[config.mk]
export PLATFORM = sky130hd
export DESIGN_NAME = fpl_ctrl
export DESIGN_NICKNAME = d
export VERILOG_FILES = /design/src/hdl/four_pole_ladder_lowpass_defines.svh /design/src/hdl/fpl_pkg.sv /design/src/hdl/fpl_ctrl.sv
export SDC_FILE = /design/constraint.sdc
export NUM_CORES = 1
export LEC_CHECK = 0
export BUFFER_PORTS_ARGS = -buffer_cell sky130_fd_sc_hd__buf_2
export CORE_AREA = 8 8 45 47
export DETAILED_ROUTE_END_ITERATION = 6
export DIE_AREA = 0 0 53 55
export PLACE_DENSITY_LB_ADDON = 0.1
export SYNTH_ARGS = -nofsm -noshare
export SYNTH_HDL_FRONTEND = slang
export SYNTH_SLANG_ARGS = --single-unit
[constraint.sdc]
create_clock -name clk -period 2 [get_ports clk]
set_input_delay 0.1 -clock clk [delete_from_list [all_inputs] [get_ports clk]]
set_output_delay 0.1 -clock clk [all_outputs]
set_load 0.02 [all_outputs]
[src/hdl/four_pole_ladder_lowpass_defines.svh]
// Assertion macros for the ladder filter
`ifndef FOUR_POLE_LADDER_LOWPASS_DEFINES_SVH
`define FOUR_POLE_LADDER_LOWPASS_DEFINES_SVH
`ifndef SYNTHESIS
`define FPL_ASSERT_IMPL(label, clk, rst_n, ante, cons, msg) \
    label: assert property (@(posedge clk) disable iff (!rst_n) (ante) |-> (cons)) \
        else $error(msg);
`define FPL_ASSERT_NEXT(label, clk, rst_n, ante, cons, msg) \
    label: assert property (@(posedge clk) disable iff (!rst_n) (ante) |=> (cons)) \
        else $error(msg);
`else
`define FPL_ASSERT_IMPL(label, clk, rst_n, ante, cons, msg)
`define FPL_ASSERT_NEXT(label, clk, rst_n, ante, cons, msg)
`endif
`endif

[src/hdl/fpl_pkg.sv]
`timescale 1ns / 1ps
package fpl_pkg;
    localparam int CHANNELS_DEF = 32;
    localparam int CHW = 5;
    localparam int SW = 24;
    localparam int HZW = 16;
    localparam int RESW = 16;
    localparam logic [31:0] SCALE_RST = 32'd2848995;
    localparam logic signed [63:0] Q30_ONE  = 64'sd1073741824;
    localparam logic signed [63:0] K_0005   = 64'sd5368709;
    localparam logic signed [63:0] K_116    = 64'sd1245540516;
    localparam logic signed [63:0] K_015    = 64'sd161061274;
    localparam logic signed [63:0] K_035013 = 64'sd375949225;
    localparam logic signed [63:0] K_03     = 64'sd322122547;

    // Datapath operation codes
    typedef enum logic [4:0] {
        OP_NONE, OP_LIN, OP_C, OP_F, OP_F2, OP_F4, OP_G, OP_T, OP_FB,
        OP_RD, OP_X1, OP_X2, OP_PA, OP_PB, OP_PW, OP_OUT
    } op_t;

    typedef struct packed {
        op_t        op;
        logic [1:0] pole;
        logic       load;
    } cmd_t;

    typedef struct packed {
        logic in_range;
    } stat_t;

    // Round-to-nearest (ties up) shift by 30 of a product
    function automatic logic signed [63:0] rnd30(input logic signed [63:0] p);
        logic signed [63:0] q;
        begin
            q = p + 64'sd536870912;
            return q >>> 30;
        end
    endfunction

    function automatic logic signed [31:0] sat32(input logic signed [63:0] v);
        begin
            if (v > 64'sd2147483647)
                return 32'sh7fffffff;
            else if (v < -64'sd2147483648)
                return 32'sh80000000;
            else
                return v[31:0];
        end
    endfunction
endpackage

[src/hdl/fpl_ctrl.sv]
`timescale 1ns / 1ps
module fpl_ctrl import fpl_pkg::*; (
    input  logic  clk,
    input  logic  rst_n,
    input  logic  in_valid,
    output logic  in_ready,
    output logic  out_valid,
    input  logic  out_ready,
    input  stat_t stat,
    output cmd_t  cmd
);
    typedef enum logic [3:0] {
        S_IDLE, S_LIN, S_C, S_F, S_F2, S_F4, S_G, S_T, S_FB, S_RD, S_X1, S_X2,
        S_PA, S_PB, S_PW, S_OUT
    } state_t;

    state_t state_reg, state_next;
    logic [1:0] pole_reg, pole_next;
    logic out_valid_reg, out_valid_next;
    logic out_free;

    assign in_ready = (state_reg == S_IDLE);
    assign out_valid = out_valid_reg;
    // Output register can take a new result this cycle
    assign out_free = !out_valid_reg || out_ready;

    // Issue commands per state
    always_comb
    begin
        cmd.pole = pole_reg;
        cmd.load = in_valid && in_ready;
        case (state_reg)
            S_LIN: cmd.op = OP_LIN;
            S_C:   cmd.op = OP_C;
            S_F:   cmd.op = OP_F;
            S_F2:  cmd.op = OP_F2;
            S_F4:  cmd.op = OP_F4;
            S_G:   cmd.op = OP_G;
            S_T:   cmd.op = OP_T;
            S_FB:  cmd.op = OP_FB;
            S_RD:  cmd.op = OP_RD;
            S_X1:  cmd.op = OP_X1;
            S_X2:  cmd.op = OP_X2;
            S_PA:  cmd.op = OP_PA;
            S_PB:  cmd.op = OP_PB;
            S_PW:  cmd.op = OP_PW;
            S_OUT: cmd.op = out_free ? OP_OUT : OP_NONE;
            default: cmd.op = OP_NONE;
        endcase
    end

    always_comb
    begin
        state_next = state_reg;
        pole_next = pole_reg;
        out_valid_next = out_valid_reg;
        if (out_valid_reg && out_ready)
            out_valid_next = 1'b0;
        case (state_reg)
            S_IDLE: if (in_valid && in_ready) state_next = S_LIN;
            S_LIN:  state_next = S_C;
            S_C:    state_next = S_F;
            S_F:    state_next = S_F2;
            S_F2:   state_next = S_F4;
            S_F4:   state_next = S_G;
            S_G:    state_next = S_T;
            S_T:    state_next = S_FB;
            S_FB:   state_next = S_RD;
            S_RD:   state_next = S_X1;
            S_X1:   begin state_next = S_X2; pole_next = 2'd0; end
            S_X2:   state_next = S_PA;
            S_PA:   state_next = S_PB;
            S_PB:   state_next = S_PW;
            S_PW:
                if (pole_reg == 2'd3)
                    state_next = S_OUT;
                else
                begin
                    pole_next = pole_reg + 2'd1;
                    state_next = S_X2;
                end
            // Hold here while the previous result is still unclaimed
            S_OUT:
                if (out_free)
                begin
                    out_valid_next = 1'b1;
                    state_next = S_IDLE;
                end
            default: state_next = S_IDLE;
        endcase
    end

    always_ff @(posedge clk or negedge rst_n)
    begin
        if (!rst_n)
        begin
            state_reg <= S_IDLE;
            pole_reg <= 2'd0;
            out_valid_reg <= 1'b0;
        end
        else
        begin
            state_reg <= state_next;
            pole_reg <= pole_next;
            out_valid_reg <= out_valid_next;
        end
    end
endmodule

# Word level (Yosys, flattened, before mapping)
# Index checks and enable logic that the tools add are counted.
# word_totals
reg_bits	7
input_bits	5
output_inout_bits	10
elab_cells	42
# op_classes
n_addsub	1
eq_ne	19
muxes	11
reduce_logical	8
# ops
cell	n
$pmux 4 s16	1
$pmux 4 s15	1
$eq 4x4->1 const B	8
$eq 4x3->1 const B	4
$mux 4	3
$eq 4x2->1 const B	2
$eq 4x1->1 const B	1
$logic_not 4->1	1
$ne 2x2->1 const B	2
$pmux 2 s2	1
$reduce_and 2->1	2
$mux 1	3
$mux 3	1
$add 2x1->2 const B	1
$eq 2x2->1 const B	1
$logic_and 1x1->1	2
$mux 2	1
$ne 2x1->1 const B	1
$reduce_bool 2->1	1
$logic_not 1->1	1
$logic_or 1x1->1	1

# Logic depth before layout (Yosys ltp)
# logic_depth
ltp_word	4
depth_mapped	4
ltp_nobuf	4

# Worst setup path after synthesis
# OpenSTA, ideal clock, no wires.
# synth_timing
path_type	reg-to-output
start	reg state_reg[1]
end	out cmd[0] (netlist name)
arrival_ns	1.618
t_required_ns	1.900
path_slack_ns	0.282
path_stages_with_launch	4
path_buffers	1
path_cell_list	dfrtp_1 > buf_4 > nor4_1 > and2_1
# synth_rtl
element	line	rtl
start: declaration	fpl_ctrl.sv:17	state_t state_reg, state_next;
start signal: assignment	fpl_ctrl.sv:103	state_reg <= state_next;
end: declaration	fpl_ctrl.sv:10	output cmd_t cmd

==> flow_summary.json <==
{
  "hold_viol": 0,
  "wl_per_cell_um": 12.5,
  "max_freq_mhz": 642,
  "yosysWarningCount": 0,
  "die_x_um": 53,
  "p_int_uw": 464,
  "powerDensity_nw_per_um2": 1680,
  "ys_ff_latch": 7,
  "finalMaxSlewViolations": 0,
  "multi_input_area_um2": 224,
  "tns_ns": 0,
  "worstPathArrival_ns": 1.46,
  "layout_min_cycle_time_ns": 1.56,
  "grt_pass1_vias": 397,
  "hold_path_class": "input port to flop",
  "numCtsBuffers": 3,
  "core_area_um2": 1380,
  "leakage_nw": 0.275,
  "cap_violations": 0,
  "synth_common_cells": "dfrtp_1, nand2_1, nor2_1",
  "cp-end-kind": "output port",
  "synth.mux.area_fraction_pct": 2.57,
  "yosysTopAreaCellShare_pct": 40.0,
  "vias_per_cell": 4.85,
  "synthSimpleGateAreaFrac_pct": 29.4,
  "place_congestion": 0.709,
  "netlist_instances": 49,
  "vdd_ir_drop_max_v": 0.000585,
  "power.switching_uw": 419,
  "grt_pass1_wl_um": 1780,
  "dr_total_vias": 378,
  "synth_nets": 55,
  "worstReg2RegStart": "pole_reg[0]",
  "status": "finished, final reports clean",
  "ant_nets": 0,
  "synth_top_family_by_area": "simple AND/OR/NAND/NOR gates",
  "yosysTopAreaCell": "dfrtp_1",
  "synth_area_um2": 438,
  "first_iter_violations": 0,
  "fin_skew_ns": 0.00897,
  "critical_path_required_ns": 1.90,
  "sw_frac_of_total_pct": 47.4,
  "cts_sinks": 7,
  "clkPwrFrac_pct": 14.7,
  "cts_setup_buffers": 0,
  "synthDistinctLibCells": 26,
  "clock_latency_ns": 0.25,
  "wirelength_um": 975,
  "overflow": 0,
  "synthXorXnorAreaFrac_pct": 0,
  "avgSynthCellArea_um2": 8.94,
  "synth_ff_type": "dfrtp_1",
  "power_uw": 883,
  "drive_gt1_share_pct": 27.4,
  "grt_max_degree": 11,
  "synthArstFlopShare_pct": 100,
  "synth_compound_area_share_pct": 15.4,
  "antennaDiodeCount": 0,
  "comb_power_share_pct": 46.6,
  "setup_viol": 0,
  "area.sequential_um2": 175,
  "dpl.hpwl_um": 733,
  "grt_antenna_before_repair": 0,
  "largest_register_ffs": 4,
  "route.detailed.drc": 0,
  "synth-edff-count": 0,
  "start_kind": "flop",
  "finalNetCount": 69,
  "cts_max_path_buffers": 2,
  "fp.dieH_um": 55,
  "rows": 14,
  "hold_path_startpoint": "in_valid",
  "path_max_fanout": 10,
  "start_util_pct": 31.6,
  "synth_area_leaders": "dfrtp_1, buf_4, nand2_1",
  "track_usage_pct": 8.44,
  "areaGrowthSynthToFinish_pct": 20.3,
  "seq_area_frac_synth_pct": 40.0,
  "fp.dieArea_um2": 2920,
  "path_class": "flop to output port",
  "rsz0062_at_grt": "no",
  "synth.most_common_cell": "dfrtp_1",
  "tritoncts": "built",
  "path_clk_slew_ns": 0.06,
  "fillers": 159,
  "cts_root_buf": "clkbuf_4",
  "startpoint": "state_reg[1]",
  "min_period_over_period_pct": 77.9,
  "first_pass_iters": 1,
  "synthAdderAreaFrac_pct": 2.86,
  "ios": 15,
  "htree_levels": 1,
  "pwr-share-seq_pct": 38.7,
  "portBuffers": 12
}
## power by group through the flow
stage	combinational [mW]	clock [mW]	sequential (mW)
after CTS	0.422	0.139	0.342
after global placement	0.412	0	0.345
after floorplan	0.372	0	0.285
after detailed placement	0.415	0	0.345
final	0.412	0.130	0.342
after global routing	0.464	0.147	0.363
## routing by layer
metal	global-route usage [%]	share of wire [%]	vias to the layer above
met3	4.28	8.0	0
met2	11.3	41	11
met5	0	0	-
met4	6.47	0	0
li1	-	-	194
met1	9.97	51	173
## worst paths after layout
path	end	slack (ns)	depth (start not counted)
worst min-delay path	state_reg[0]	0.08	3
worst min register to register	pole_reg[1]	0.56	1
worst max-delay path	cmd[0]	0.44	3
max in group asynchronous	pole_reg[1]	1.61	2
min in group asynchronous	pole_reg[0]	0.21	2
worst max register to register	pole_reg[0]	0.65	3
## cells by family (layout without fill, tap and decap cells)
family,count (synthesis),count (layout)
buffers and inverters,7,20
AND/OR/NAND/NOR,22,22
flip-flops,7,7
other,1,1
AO/OA/AOI/OAI,10,10
adder cells (fa/ha/maj),1,1
multiplexers,1,1
## final cells by class
class	instances	area share, %
inverters	3	2.14
multi-input cells	35	42.5
well taps	16	3.80
flip-flops and latches	7	33.3
clock buffers	4	4.99
repair buffers	13	13.3
## through the flow
stage	setup slack [ns]	utilization, %	area, um^2	cells	hold slack, ns
2_1_floorplan	0.282	-	438	49	-0.196
3_3_place_gp	0.674	35.4	490	73	-0.0499
3_5_place_dp	0.652	35.4	490	73	-0.0493
4_1_cts	0.410	38.1	527	78	0.0673
5_1_grt	0.319	38.1	527	78	0.106
6_report	0.442	38.1	527	78	0.0762
## cell usage in the layout (no fill, tap or decap), types with 2 or more instances in the layout
master and instances:
o21ai_0 2, buf_2 12, dfrtp_1 7, nand2_1 6
nor2_1 5, inv_1 3, nand3_1 3, clkbuf_4 3
a21oi_1 2
## worst max-delay path: stages (launching register included)
cell and delay [ns]:
dfrtp_1 0.50, nor4_1 0.38, and2_1 0.17, buf_2 0.16
## repair_timing
item                                   4_1_cts  5_1_grt
hold buffers                                 1        0
gates resized for setup                      0        0
endpoints found under the hold margin        7        0
No activity file was read; power rests on OpenSTA's default activity.
